`config.mk`:
```
export PLATFORM = sky130hd
export DESIGN_NAME = four_digit_seven_segment_driver
export DESIGN_NICKNAME = d
export VERILOG_FILES = /design/src/rtl/ssd_pkg.sv /design/src/rtl/ssd_front.sv /design/src/rtl/ssd_back.sv /design/src/rtl/four_digit_seven_segment_driver.sv
export SDC_FILE = /design/constraint.sdc
export NUM_CORES = 1
export LEC_CHECK = 0
export BUFFER_PORTS_ARGS = -buffer_cell sky130_fd_sc_hd__buf_4
export CAP_MARGIN = 5
export CORE_AREA = 5 5 151 153
export DETAILED_ROUTE_END_ITERATION = 16
export DIE_AREA = 0 0 156 158
export PLACE_DENSITY = 0.66
export SLEW_MARGIN = 10
export SYNTH_ARGS = -nofsm -noshare
export SYNTH_HDL_FRONTEND = slang
export SYNTH_SLANG_ARGS = --single-unit
```
`constraint.sdc`:
```
create_clock -name clk -period 6.4 [get_ports clk]
set_input_delay 0.96 -clock clk [delete_from_list [all_inputs] [get_ports clk]]
set_output_delay 0.96 -clock clk [all_outputs]
set_load 0.05 [all_outputs]
```
`src/rtl/ssd_pkg.sv`:
```
// ----------------------------------------------------------------------------
// ssd_pkg: shared types and constants of the seven-segment display driver
// Holds the command codes, the classified operation type, the queue entry
// and the digit-to-segment decoder that the front and back parts both use.
// ----------------------------------------------------------------------------
package ssd_pkg;

  // Command codes as they arrive on the input channel.
  localparam logic [1:0] CMD_CLEAR     = 2'd0;
  localparam logic [1:0] CMD_SET_DIGIT = 2'd1;
  localparam logic [1:0] CMD_SET_VALUE = 2'd2;
  localparam logic [1:0] CMD_REFRESH   = 2'd3;

  // Slot store layout: enable bit above the seven segment bits.
  localparam int unsigned SEG_W    = 7;
  localparam int unsigned ENTRY_W  = SEG_W + 1;
  localparam int unsigned VALUE_W  = 16;

  // Reciprocal of ten for a 16-bit dividend: q = (v * 52429) >> 19.
  localparam logic [VALUE_W-1:0] RECIP_TEN = 16'd52429;
  localparam int unsigned RECIP_SHIFT = 19;

  // Operation after classification in the front part.
  typedef enum logic [2:0] {
    OP_NONE,
    OP_CLEAR,
    OP_SET_DIGIT,
    OP_SET_VALUE,
    OP_REFRESH
  } op_t;

  // One queued item handed from the front part to the back part.
  typedef struct packed {
    op_t                op;
    logic [1:0]         index;
    logic [SEG_W-1:0]   seg;
    logic [VALUE_W-1:0] value;
  } cmd_t;

  // Back part sequencer states.
  typedef enum logic [1:0] {
    ST_IDLE,
    ST_VALUE,
    ST_SCAN
  } state_t;

  // Decimal digit to lit segments (bit0 = a .. bit6 = g); above nine shows 9.
  function automatic logic [SEG_W-1:0] seg_decode(input logic [3:0] code);
    logic [SEG_W-1:0] seg;
    case (code)
      4'd0:    seg = 7'h3F;
      4'd1:    seg = 7'h06;
      4'd2:    seg = 7'h5B;
      4'd3:    seg = 7'h4F;
      4'd4:    seg = 7'h66;
      4'd5:    seg = 7'h6D;
      4'd6:    seg = 7'h7C;
      4'd7:    seg = 7'h07;
      4'd8:    seg = 7'h7F;
      default: seg = 7'h67;
    endcase
    return seg;
  endfunction

endpackage

```
`src/rtl/ssd_front.sv`:
```
// ----------------------------------------------------------------------------
// ssd_front: command intake and classification
// Accepts input items, decodes segments, saturates values, turns commands
// that change nothing into no-ops, and holds the result in a two-entry queue.
// ----------------------------------------------------------------------------
module ssd_front #(
  parameter int unsigned NUM_DIGITS = 4
) (
  input  logic                        clk,
  input  logic                        rst,
  input  logic                        in_valid,
  output logic                        in_ready,
  input  logic [1:0]                  command,
  input  logic [1:0]                  digit_index,
  input  logic [3:0]                  digit_value,
  input  logic [ssd_pkg::VALUE_W-1:0] value,
  output logic                        cmd_valid,
  input  logic                        cmd_ready,
  output ssd_pkg::cmd_t               cmd
);

  localparam longint unsigned MAX_VALUE = (10 ** NUM_DIGITS) - 1;

  ssd_pkg::cmd_t              entry;
  ssd_pkg::cmd_t              queue [2];
  logic                       wr_ptr;
  logic                       rd_ptr;
  logic [1:0]                 count;
  logic                       push;
  logic                       pop;
  logic [ssd_pkg::VALUE_W-1:0] sat_value;

  // Saturate the value to the largest number the slots can show.
  always_comb begin
    if (64'(value) > MAX_VALUE) begin
      sat_value = ssd_pkg::VALUE_W'(MAX_VALUE);
    end else begin
      sat_value = value;
    end
  end

  // Classify the item; commands with no effect become no-ops.
  always_comb begin
    entry.index = digit_index;
    entry.seg   = ssd_pkg::seg_decode(digit_value);
    entry.value = sat_value;
    case (command)
      ssd_pkg::CMD_CLEAR: begin
        entry.op = ssd_pkg::OP_CLEAR;
      end
      ssd_pkg::CMD_SET_DIGIT: begin
        if (32'(digit_index) < NUM_DIGITS) begin
          entry.op = ssd_pkg::OP_SET_DIGIT;
        end else begin
          entry.op = ssd_pkg::OP_NONE;
        end
      end
      ssd_pkg::CMD_SET_VALUE: begin
        if (value != '0) begin
          entry.op = ssd_pkg::OP_SET_VALUE;
        end else begin
          entry.op = ssd_pkg::OP_NONE;
        end
      end
      default: begin
        entry.op = ssd_pkg::OP_REFRESH;
      end
    endcase
  end

  // Two-entry queue between intake and execution.
  assign in_ready  = (count != 2'd2);
  assign cmd_valid = (count != 2'd0);
  assign cmd       = queue[rd_ptr];
  assign push      = in_valid && in_ready;
  assign pop       = cmd_valid && cmd_ready;

  always_ff @(posedge clk) begin
    if (rst) begin
      wr_ptr <= 1'b0;
      rd_ptr <= 1'b0;
      count  <= 2'd0;
    end else begin
      if (push) begin
        wr_ptr <= ~wr_ptr;
      end
      if (pop) begin
        rd_ptr <= ~rd_ptr;
      end
      if (push && !pop) begin
        count <= count + 2'd1;
      end else if (pop && !push) begin
        count <= count - 2'd1;
      end
    end
  end

  // Queue storage needs no reset.
  always_ff @(posedge clk) begin
    if (push) begin
      queue[wr_ptr] <= entry;
    end
  end

endmodule

```
`src/rtl/ssd_back.sv`:
```
// ----------------------------------------------------------------------------
// ssd_back: slot store and command execution
// Holds the digit slots, converts values one decimal digit per cycle, and scans
// them one per cycle unless the output stalls, into a registered output stage.
// ----------------------------------------------------------------------------
module ssd_back #(
  parameter int unsigned NUM_DIGITS = 4
) (
  input  logic                      clk,
  input  logic                      rst,
  input  logic                      cmd_valid,
  output logic                      cmd_ready,
  input  ssd_pkg::cmd_t             cmd,
  output logic                      out_valid,
  input  logic                      out_ready,
  output logic [1:0]                digit_select,
  output logic [ssd_pkg::SEG_W-1:0] segments_n,
  output logic                      last
);

  localparam int unsigned SLOT_W = (NUM_DIGITS > 1) ? $clog2(NUM_DIGITS) : 1;
  localparam logic [SLOT_W-1:0] LAST_SLOT = SLOT_W'(NUM_DIGITS - 1);

  ssd_pkg::state_t              state;
  ssd_pkg::state_t              state_next;
  logic [ssd_pkg::ENTRY_W-1:0]  store [NUM_DIGITS];
  logic [NUM_DIGITS-1:0]        en_vec;
  logic [NUM_DIGITS-1:0]        en_shift;
  logic [SLOT_W-1:0]            slot;
  logic [SLOT_W-1:0]            slot_next;
  logic [ssd_pkg::VALUE_W-1:0]  work;
  logic [ssd_pkg::VALUE_W-1:0]  work_next;
  logic [31:0]                  prod;
  logic [ssd_pkg::VALUE_W-1:0]  quot;
  logic [ssd_pkg::VALUE_W-1:0]  quot_ten;
  logic [3:0]                   rem;
  logic                         clear_all;
  logic                         wr_en;
  logic [SLOT_W-1:0]            wr_slot;
  logic [ssd_pkg::SEG_W-1:0]    wr_seg;
  logic                         out_free;
  logic                         slot_en;
  logic                         emit;
  logic                         advance;
  logic                         later_en;

  // Enable bits of all slots, used for the last-digit flag.
  always_comb begin
    for (int i = 0; i < NUM_DIGITS; i++) begin
      en_vec[i] = store[i][ssd_pkg::ENTRY_W-1];
    end
  end

  assign en_shift = en_vec >> slot;
  assign later_en = |(en_shift >> 1);
  assign slot_en  = store[slot][ssd_pkg::ENTRY_W-1];
  assign out_free = !out_valid || out_ready;

  // One decimal digit per cycle: quotient by reciprocal, remainder by subtract.
  assign prod     = 32'(work) * 32'(ssd_pkg::RECIP_TEN);
  assign quot     = ssd_pkg::VALUE_W'(prod >> ssd_pkg::RECIP_SHIFT);
  assign quot_ten = (quot << 3) + (quot << 1);
  assign rem      = 4'(work - quot_ten);

  // Next state.
  always_comb begin
    state_next = state;
    case (state)
      ssd_pkg::ST_IDLE: begin
        if (cmd_valid) begin
          if (cmd.op == ssd_pkg::OP_SET_VALUE) begin
            state_next = ssd_pkg::ST_VALUE;
          end else if (cmd.op == ssd_pkg::OP_REFRESH) begin
            state_next = ssd_pkg::ST_SCAN;
          end
        end
      end
      ssd_pkg::ST_VALUE: begin
        if (quot == '0 || slot == '0) begin
          state_next = ssd_pkg::ST_IDLE;
        end
      end
      ssd_pkg::ST_SCAN: begin
        if (advance && slot == LAST_SLOT) begin
          state_next = ssd_pkg::ST_IDLE;
        end
      end
      default: begin
        state_next = ssd_pkg::ST_IDLE;
      end
    endcase
  end

  // Outputs of the sequencer: store writes, counters and output loads.
  always_comb begin
    cmd_ready = 1'b0;
    clear_all = 1'b0;
    wr_en     = 1'b0;
    wr_slot   = slot;
    wr_seg    = ssd_pkg::seg_decode(rem);
    emit      = 1'b0;
    advance   = 1'b0;
    slot_next = slot;
    work_next = work;
    case (state)
      ssd_pkg::ST_IDLE: begin
        cmd_ready = 1'b1;
        if (cmd_valid) begin
          case (cmd.op)
            ssd_pkg::OP_CLEAR: begin
              clear_all = 1'b1;
            end
            ssd_pkg::OP_SET_DIGIT: begin
              wr_en   = 1'b1;
              wr_slot = SLOT_W'(cmd.index);
              wr_seg  = cmd.seg;
            end
            ssd_pkg::OP_SET_VALUE: begin
              slot_next = LAST_SLOT;
              work_next = cmd.value;
            end
            ssd_pkg::OP_REFRESH: begin
              slot_next = '0;
            end
            default: begin
            end
          endcase
        end
      end
      ssd_pkg::ST_VALUE: begin
        wr_en     = 1'b1;
        work_next = quot;
        if (slot != '0) begin
          slot_next = slot - 1'b1;
        end
      end
      ssd_pkg::ST_SCAN: begin
        // A disabled slot is skipped; an enabled one waits for a free output.
        advance = !slot_en || out_free;
        emit    = slot_en && out_free;
        if (advance && slot != LAST_SLOT) begin
          slot_next = slot + 1'b1;
        end
      end
      default: begin
      end
    endcase
  end

  // Control registers and slot store.
  always_ff @(posedge clk) begin
    if (rst) begin
      state     <= ssd_pkg::ST_IDLE;
      out_valid <= 1'b0;
      for (int i = 0; i < NUM_DIGITS; i++) begin
        store[i] <= '0;
      end
    end else begin
      state <= state_next;
      if (emit) begin
        out_valid <= 1'b1;
      end else if (out_ready) begin
        out_valid <= 1'b0;
      end
      if (clear_all) begin
        for (int i = 0; i < NUM_DIGITS; i++) begin
          store[i] <= '0;
        end
      end else if (wr_en) begin
        store[wr_slot] <= {1'b1, wr_seg};
      end
    end
  end

  // Working registers and output payload.
  always_ff @(posedge clk) begin
    slot <= slot_next;
    work <= work_next;
    if (emit) begin
      digit_select <= 2'(slot);
      segments_n   <= ~store[slot][ssd_pkg::SEG_W-1:0];
      last         <= !later_en;
    end
  end

  // A clear leaves every slot disabled.
  a_clear_empties: assert property (@(posedge clk) disable iff (rst)
    (state == ssd_pkg::ST_IDLE && cmd_valid && cmd.op == ssd_pkg::OP_CLEAR)
    |=> (en_vec == '0))
    else $error("slots still enabled after clear");

  // A set-digit enables the addressed slot.
  a_set_enables: assert property (@(posedge clk) disable iff (rst)
    (state == ssd_pkg::ST_IDLE && cmd_valid && cmd.op == ssd_pkg::OP_SET_DIGIT)
    |=> en_vec[SLOT_W'($past(cmd.index))])
    else $error("set-digit did not enable its slot");

  // The conversion loop only runs on a nonzero remainder of the value.
  a_value_nonzero: assert property (@(posedge clk) disable iff (rst)
    (state == ssd_pkg::ST_VALUE) |-> (work != '0))
    else $error("digit conversion running on zero");

  // A scan ends once the final slot has been handled.
  a_scan_exit: assert property (@(posedge clk) disable iff (rst)
    (state == ssd_pkg::ST_SCAN && advance && slot == LAST_SLOT)
    |=> (state == ssd_pkg::ST_IDLE))
    else $error("scan did not finish after the final slot");

endmodule

```
`src/rtl/four_digit_seven_segment_driver.sv`:
```
// ----------------------------------------------------------------------------
// four_digit_seven_segment_driver: multiplexed seven-segment display driver
// Keeps digit slots, takes clear, set-digit, set-value and refresh commands,
// and returns one active-low segment word per enabled slot on refresh.
//
//   channel  direction  handshake            payload
//   in       input      in_valid / in_ready   command, digit_index,
//                                             digit_value, value
//   out      output     out_valid / out_ready digit_select, segments_n, last
//
// A command is held in the queue until the sequencer is idle; dispatch alone
// carries out clear and set-digit. Set-value then writes one decimal digit per
// divide-by-ten step, up to NUM_DIGITS digits, from the last slot down; refresh
// then scans the slots in order, one per cycle unless the output stalls.
// Synchronous reset empties the queue, the output stage and all slots.
// A stalled output holds the scan at the current enabled slot; a full queue
// stalls the input.
// ----------------------------------------------------------------------------
module four_digit_seven_segment_driver #(
  parameter int unsigned NUM_DIGITS = 4
) (
  input  logic                        clk,
  input  logic                        rst,
  input  logic                        in_valid,
  output logic                        in_ready,
  input  logic [1:0]                  command,
  input  logic [1:0]                  digit_index,
  input  logic [3:0]                  digit_value,
  input  logic [ssd_pkg::VALUE_W-1:0] value,
  output logic                        out_valid,
  input  logic                        out_ready,
  output logic [1:0]                  digit_select,
  output logic [ssd_pkg::SEG_W-1:0]   segments_n,
  output logic                        last
);

  logic          cmd_valid;
  logic          cmd_ready;
  ssd_pkg::cmd_t cmd;

  // Intake, classification and command queue.
  ssd_front #(
    .NUM_DIGITS (NUM_DIGITS)
  ) u_front (
    .clk         (clk),
    .rst         (rst),
    .in_valid    (in_valid),
    .in_ready    (in_ready),
    .command     (command),
    .digit_index (digit_index),
    .digit_value (digit_value),
    .value       (value),
    .cmd_valid   (cmd_valid),
    .cmd_ready   (cmd_ready),
    .cmd         (cmd)
  );

  // Slot store, conversion and scan.
  ssd_back #(
    .NUM_DIGITS (NUM_DIGITS)
  ) u_back (
    .clk          (clk),
    .rst          (rst),
    .cmd_valid    (cmd_valid),
    .cmd_ready    (cmd_ready),
    .cmd          (cmd),
    .out_valid    (out_valid),
    .out_ready    (out_ready),
    .digit_select (digit_select),
    .segments_n   (segments_n),
    .last         (last)
  );

endmodule
```
---- After elaboration in Yosys (flattened, before gate mapping) ----
Memory sizes are Yosys's and may differ from the RTL's. A register that Yosys moved wholly into a read port is not among the register bits.
Index checks and enable logic that the tools add are counted.
W data, S select, Z words.
word-level totals
  memory bits (read-only) ................. 224
  memories kept ........................... 4
  bits in registers ....................... 35
  output and inout port bits .............. 12
  RAM bits ................................ 88
  input port bits ......................... 28
  word-level logic and storage cells ...... 136
memory list
  name             depth  width  read ports  clocked after memory_dff  wr ports  line             text
  (no name shown)  16     7      1           0                         0         ssd_pkg.sv:50    case (code)
  (no name shown)  16     7      1           0                         0         ssd_pkg.sv:50
  u_front.queue    2      28     1           1                         1         ssd_front.sv:25  ssd_pkg::cmd_t queue [2];
  u_back.store     4      8      5           1                         4         ssd_back.sv:26   logic [ssd_pkg::ENTRY_W-1:0] store [NUM_DIGITS];
operators by class
  shifts and indexed selects .............. 1
  $mul .................................... 1
  add/sub/neg operators ................... 6
  equal/unequal tests ..................... 18
  reduce and logical (&&, ||, !) cells .... 31
  magnitude comparators ................... 1
  mux-type cells .......................... 57
  bitwise operators ....................... 7
operators by type and width
  kind                      count
  $mux W16                  3
  $mux W8                   5
  $mul A16 B16 Y32 const B  1
  $mux W2                   16
  $pmux W16 S2              1
  $mux W1                   24
  $mux W7                   3
  $gt A16 B14 Y1 const B    1
  $logic_not A16 Y1         1
  $reduce_bool A16 Y1       1
  $pmux W2 S3               2
  $ne A2 B1 Y1 const B      5
  $reduce_bool A2 Y1        5
  $pmux W3 S3               1
  $reduce_or A8 Y1          1
  $logic_and A1 B1 Y1       7
  $not A7 Y7                1
  $eq A2 B2 Y1 const B      3
  $eq A3 B2 Y1 const B      2
  $logic_not A2 Y1          3
  $ne A2 B2 Y1 const B      3
  $logic_not A1 Y1          5
  $reduce_and A5 Y1         1
  $add A2 B1 Y2 const B     2
  other kinds (17)          25

---- Longest topological paths before layout ----
  word-level depth ........................ 10
  depth in mapped cells ................... 26
  gate-level depth less buffers ........... 25

---- Modules after synthesis ----
Synthesis repeated with hierarchy kept, for this count alone.
second synthesis, totals
  cell total of the unflattened synthesis .. 979
  area, all modules ....................... 10,776.6 um^2
by module, submodules not included
  module     cells an instance  sequential area each (um^2)  instances  area an instance (um^2)
  ssd_back   810                1,861.8                      1          8,186.6
  ssd_front  169                1,781.7                      1          2,590.0

---- Worst setup path after synthesis ----
OpenSTA, ideal clock, no wires.
  path kind ............................... register to register
  start ................................... register u_back.work[3] (netlist name)
  end ..................................... memory u_back.store[3][3] (netlist name) (data pin)
  stages on the path, launching flop included .. 23
  buffers on the path ..................... 0
  arrival ................................. 6.119 ns
  slack ................................... 0.111 ns
  required time ........................... 6.231 ns
  period minus slack after synthesis ...... 6.289 ns
  library setup time ...................... 0.169 ns
  path through ............................ edfxtp_1 > ha_1 > inv_1 > fa_1 > inv_1 > fa_1 > fa_1 > fa_1 > inv_1 > fa_1 > inv_1 > ha_1 > a2111oi_0 > o21ai_1 > nand2_1 > o21ai_0 > xor2_1 > ha_1 > nand2_1 > nand2_1 > xnor2_2 > mux2_2 > a211oi_1
RTL lines
  what                    line             text
  from (decl)             ssd_back.sv:31   logic [ssd_pkg::VALUE_W-1:0] work;
  from (signal assigned)  ssd_back.sv:178  work <= work_next;
  to (decl)               ssd_back.sv:26

==> impl_results.html <==
<table>
<tr><th>Metric</th><th>Value</th></tr>
<tr><th colspan="2">STA</th></tr>
<tr><td>Setup clock skew after layout</td><td>around 0.011 ns</td></tr>
<tr><td>Worst slew margin relative to its limit</td><td>~30%</td></tr>
<tr><td>Count of endpoints failing hold in the final timing report</td><td>0</td></tr>
<tr><td>Post-route clock period utilization</td><td>about 100%</td></tr>
<tr><td>FMAX</td><td>roughly 160 MHz</td></tr>
<tr><td>Pin slew with the least headroom to its limit</td><td>around 1.1 ns</td></tr>
<tr><td>Final-report setup violation count</td><td>0</td></tr>
<tr><td>Minimum clock period after layout</td><td>about 6.2 ns</td></tr>
<tr><td>Post-route setup TNS</td><td>0 ns</td></tr>
<tr><td>Final Slew Violations</td><td>0</td></tr>
<tr><th colspan="2">Logic synthesis</th></tr>
<tr><td>Number of storage elements in the synthesis netlist</td><td>between 100 and 150</td></tr>
<tr><td>Flip-flop cell with the highest count after synthesis</td><td>edfxtp_1</td></tr>
<tr><td>Area fraction of the dominant cell type after synthesis</td><td>between 30% and 40%</td></tr>
<tr><td>Cell accounting for the most synthesized area</td><td>edfxtp_1</td></tr>
<tr><td>Avg Synthesized Cell Area</td><td>approximately 11 um2</td></tr>
<tr><td>Ys async rst share</td><td>0%</td></tr>
<tr><td>Cells after Synth</td><td>~940</td></tr>
<tr><td>Post-synthesis sequential area ratio</td><td>between 30% and 40%</td></tr>
<tr><td>Synth warn</td><td>0</td></tr>
<tr><td>Post-synth EDFFs</td><td>~110</td></tr>
<tr><td>Main area contributors after synthesis</td><td>edfxtp_1 (32%), ha_1 (18%), fa_1 (15%), inv_1 (6.6%), dfxtp_1 (2.7%)</td></tr>
<tr><td>Mapped cell area</td><td>between 0.01 and 0.015 mm2</td></tr>
<tr><td>Number of distinct library cells after synthesis</td><td>between 60 and 70</td></tr>
<tr><th colspan="2">Worst setup path</th></tr>
<tr><td>Required time of the critical path</td><td>between 6 and 7 ns</td></tr>
<tr><td>Most common cell on crit path</td><td>fa_1</td></tr>
<tr><td>Crit path to</td><td>u_back.store[1][3]$_SDFFCE_PN0P_</td></tr>
<tr><td>Endpoint arrival time on the critical path</td><td>around 6.5 ns</td></tr>
<tr><td>Crit path buf inv count</td><td>6</td></tr>
<tr><td>Largest delay share family, worst path</td><td>adder cells</td></tr>
<tr><td>CP max FO</td><td>7</td></tr>
<tr><td>Kind of end point of the critical path</td><td>flop</td></tr>
<tr><td>R2R depth</td><td>22</td></tr>
<tr><td>Critical path's largest stage delay</td><td>approximately 0.55 ns</td></tr>
<tr><td>Critical R2R Capture</td><td>u_back.store[1][3]$_SDFFCE_PN0P_</td></tr>
<tr><td>Worst reg2reg startpoint</td><td>u_back.work[3]$_DFFE_PP_</td></tr>
<tr><td>Critical path's slowest cell</td><td>fa_1</td></tr>
<tr><td>Register-to-register path setup slack</td><td>about 0.17 ns</td></tr>
<tr><td>Path length in cells of the critical path</td><td>22</td></tr>
<tr><td>CP startpoint</td><td>u_back.work[3]$_DFFE_PP_</td></tr>
<tr><td>Critical path, cell by cell</td><td>ha_4 &gt; inv_1 &gt; fa_1 &gt; inv_1 &gt; fa_1 &gt; fa_1 &gt; fa_1 &gt; inv_1 &gt; fa_1 &gt; inv_2 &gt; ha_4 &gt; and4_4 &gt; buf_6 &gt; nand3_1 &gt; o21ai_2 &gt; xor2_1 &gt; ha_2 &gt; xnor2_2 &gt; buf_4 &gt; a21oi_1 &gt; mux2_4 &gt; a211oi_2</td></tr>
<tr><td>Worst setup path class</td><td>flop to flop</td></tr>
<tr><td>Element type at the critical path start</td><td>flop</td></tr>
<tr><th colspan="2">Worst hold path</th></tr>
<tr><td>HP Class</td><td>flop to flop</td></tr>
<tr><td>Hold Path Depth</td><td>2</td></tr>
<tr><th colspan="2">Layout</th></tr>
<tr><td>Post-route design area</td><td>roughly 0.013 mm2</td></tr>
<tr><td>Share of cells above drive strength 1</td><td>between 20% and 30%</td></tr>
<tr><td>Ant. Diodes</td><td>0</td></tr>
<tr><td>Net count, final</td><td>1300</td></tr>
<tr><td>Most common cell after layout, fill and taps aside</td><td>inv_1</td></tr>
<tr><td>Final core utilization</td><td>58.6%</td></tr>
<tr><td>Final cell count without fillers</td><td>around 1300</td></tr>
<tr><td>Commonest cells after routing, fill and taps aside</td><td>inv_1 (181), ha_1 (129), edfxtp_1 (112)</td></tr>
<tr><td>Area added between synthesis and finish</td><td>20.3%</td></tr>
<tr><td>Count of filler cells inserted in the layout</td><td>1694</td></tr>
<tr><th colspan="2">Status</th></tr>
<tr><td>Run status</td><td>complete, no violations</td></tr>
<tr><th colspan="2">Routing</th></tr>
<tr><td>Initial DRC Count</td><td>580</td></tr>
<tr><td>Routed wire length</td><td>about 24000 um</td></tr>
<tr><td>Vias/cell</td><td>5.36</td></tr>
<tr><td>ANT nets after route</td><td>0</td></tr>
<tr><td>Total vias in the final route</td><td>7168</td></tr>
<tr><td>Residual DRC count</td><td>0</td></tr>
<tr><td>First-pass detailed-route iteration total</td><td>5</td></tr>
<tr><td>Routed length per placed instance</td><td>17.6 um</td></tr>
<tr><th colspan="2">Clock tree</th></tr>
<tr><td>Clock tree root buffer cell</td><td>clkbuf_16</td></tr>
<tr><td>CTS Buf Count</td><td>17</td></tr>
<tr><td>TritonCTS clock tree</td><td>yes</td></tr>
<tr><td>Number of hold buffers added after CTS</td><td>0</td></tr>
<tr><td>Worst skew pair latency</td><td>around 0.42 ns</td></tr>
<tr><td># clock sinks</td><td>126</td></tr>
<tr><td>Bufs on Longest Clock Path</td><td>2</td></tr>
<tr><td>CTS clock-pin slew for the worst setup and hold paths</td><td>0.06 ns</td></tr>
<tr><td>CTS HTree Levels</td><td>4</td></tr>
<tr><th colspan="2">Floorplan</th></tr>
<tr><td>Standard-cell rows</td><td>54</td></tr>
<tr><td>Full die area</td><td>0.0246 mm2</td></tr>
<tr><td>Placeable core area</td><td>around 0.021 mm2</td></tr>
<tr><td>Starting utilization of the core area</td><td>between 40% and 50%</td></tr>
<tr><td>Die X-Extent</td><td>~160 um</td></tr>
<tr><td># IOs</td><td>40</td></tr>
<tr><td>Floorplan die height</td><td>between 150 and 200 um</td></tr>
<tr><th colspan="2">Placed design</th></tr>
<tr><td>Weighted congestion at the end of routability-driven global placement</td><td>approximately 0.91</td></tr>
<tr><td># port buffers</td><td>39</td></tr>
<tr><td>Inst Count DP</td><td>1291</td></tr>
<tr><td>Post-placement cell area</td><td>between 0.01 and 0.015 mm2</td></tr>
<tr><td>DP Wirelength</td><td>roughly 19000 um</td></tr>
<tr><th colspan="2">GRT</th></tr>
<tr><td>Via count of the first global-routing pass</td><td>roughly 7500</td></tr>
<tr><td>Total gr overflow</td><td>0</td></tr>
<tr><td>Largest net degree at the start of global routing</td><td>40</td></tr>
<tr><td>Initial antenna violation count</td><td>0</td></tr>
<tr><td>GRT Overall Usage</td><td>between 10% and 20%</td></tr>
<tr><td>Global-route wire length before repair</td><td>~38000 um</td></tr>
<tr><th colspan="2">Flow run</th></tr>
<tr><td>Max cap viols</td><td>0</td></tr>
</table>
==> cell families after synthesis <==
kind of cell / Yosys count / synth area share (%)
other: 1 / 0.0359
buffers and inverters: 204 / 7.46
adders and majority gates: 227 / 33.0
and+or+nand+nor: 192 / 9.09
xor gates and xnor gates: 27 / 2.41
DFF: 126 / 34.9
AOI/OAI and AO/OA: 129 / 8.67
muxes: 35 / 4.47
==> metal layers <==
metal / wire, um / global-route usage [%]
met3: 962 / 3.25
met2: 11400 / 32.4
met1: 10500 / 26.3
met4: 725 / 6.79
met5: 0 / 0
==> metrics by stage <==
step           setup WS, ns  hold WS (ns)
2_1_floorplan         0.111         0.419
3_3_place_gp         0.0294         0.429
3_5_place_dp        -0.0465         0.444
4_1_cts             0.00899         0.455
5_1_grt             -0.0651         0.478
6_report              0.171         0.450
==> repair_timing <==
action | 4_1_cts | 5_1_grt
setup buffers | 2 | 13
endpoints found under the hold margin | 0 | 0
gates resized for setup | 6 | 73
pin swaps | 0 | 45
setup endpoints to repair | 6 | 31
==> registers in the layout (all words and copies together) (netlist names), named ones only <==
register,count
u_front.queue,56
u_back.digit_select,2
u_back.segments_n,7
u_front.rd_ptr,1
u_back.work,16
u_back.state,2
u_back.store,32
u_front.count,2
u_back.out_valid,1
u_front.wr_ptr,1
u_back.last,1
u_back.slot,2
==> worst register-to-register path, delay by kind of cell, from the launching register on <==
kind	cells	cell delay [ns]
simple gates	2	0.36
fa+ha+maj	8	3.55
xor+xnor	2	0.44
buf+inv	6	0.52
mux	1	0.30
flops	1	0.46
compound gates	3	0.46
==> cell type report <==
| cell class | instances | area, um2 | share of cell area (%) |
|---|---|---|---|
| Clock inverter | 15 | 159 | 1.27 |
| Inverter | 184 | 691 | 5.50 |
| Timing Repair Buffer | 102 | 777 | 6.19 |
| Multi-Input combinational cell | 614 | 6510 | 51.9 |
| Sequential cell | 126 | 3640 | 29.0 |
| Clock buffer | 17 | 425 | 3.39 |
| Tap cell | 280 | 350 | 2.79 |
==> Yosys cell counts (4+ instances only) <==
master / count
inv_1: 184
ha_1: 147
edfxtp_1: 112
fa_1: 80
nor2_1: 53
nand2_1: 50
a21oi_1: 30
o21ai_0: 26
mux2i_1: 23
a211oi_1: 15
nand2b_1: 15
xor2_1: 15
dfxtp_1: 14
clkbuf_1: 13
and2_1: 10
nor2b_1: 10
xnor2_1: 10
mux4_2: 9
nand3_1: 9
nand4_1: 9
or3_1: 7
a21o_1: 6
nand3b_1: 6
a311oi_1: 5
or2_2: 5
buf_1: 4
nor3_1: 4
nor4_1: 4
o21ai_1: 4
==> worst min-delay path by stage <==
| stage | end | startpoint | slack [ns] |
|---|---|---|---|
| floorplan | u_back.store[0][7]$_SDFFE_PP1P_ | u_back.store[0][7]$_SDFFE_PP1P_ | 0.42 |
| global placement | u_back.store[0][7]$_SDFFE_PP1P_ | u_back.store[0][7]$_SDFFE_PP1P_ | 0.43 |
| detailed placement | u_back.store[0][7]$_SDFFE_PP1P_ | u_back.store[0][7]$_SDFFE_PP1P_ | 0.44 |
| CTS | u_back.store[0][7]$_SDFFE_PP1P_ | u_back.store[0][7]$_SDFFE_PP1P_ | 0.45 |
| global route | u_back.store[3][7]$_SDFFE_PP1P_ | u_back.store[3][7]$_SDFFE_PP1P_ | 0.48 |
| finish | u_back.store[0][7]$_SDFFE_PP1P_ | u_back.store[0][7]$_SDFFE_PP1P_ | 0.45 |
Power is left out: the tool's default activity adds up to more than one toggle a clock period on the data nets, which glitch-free logic cannot reach.
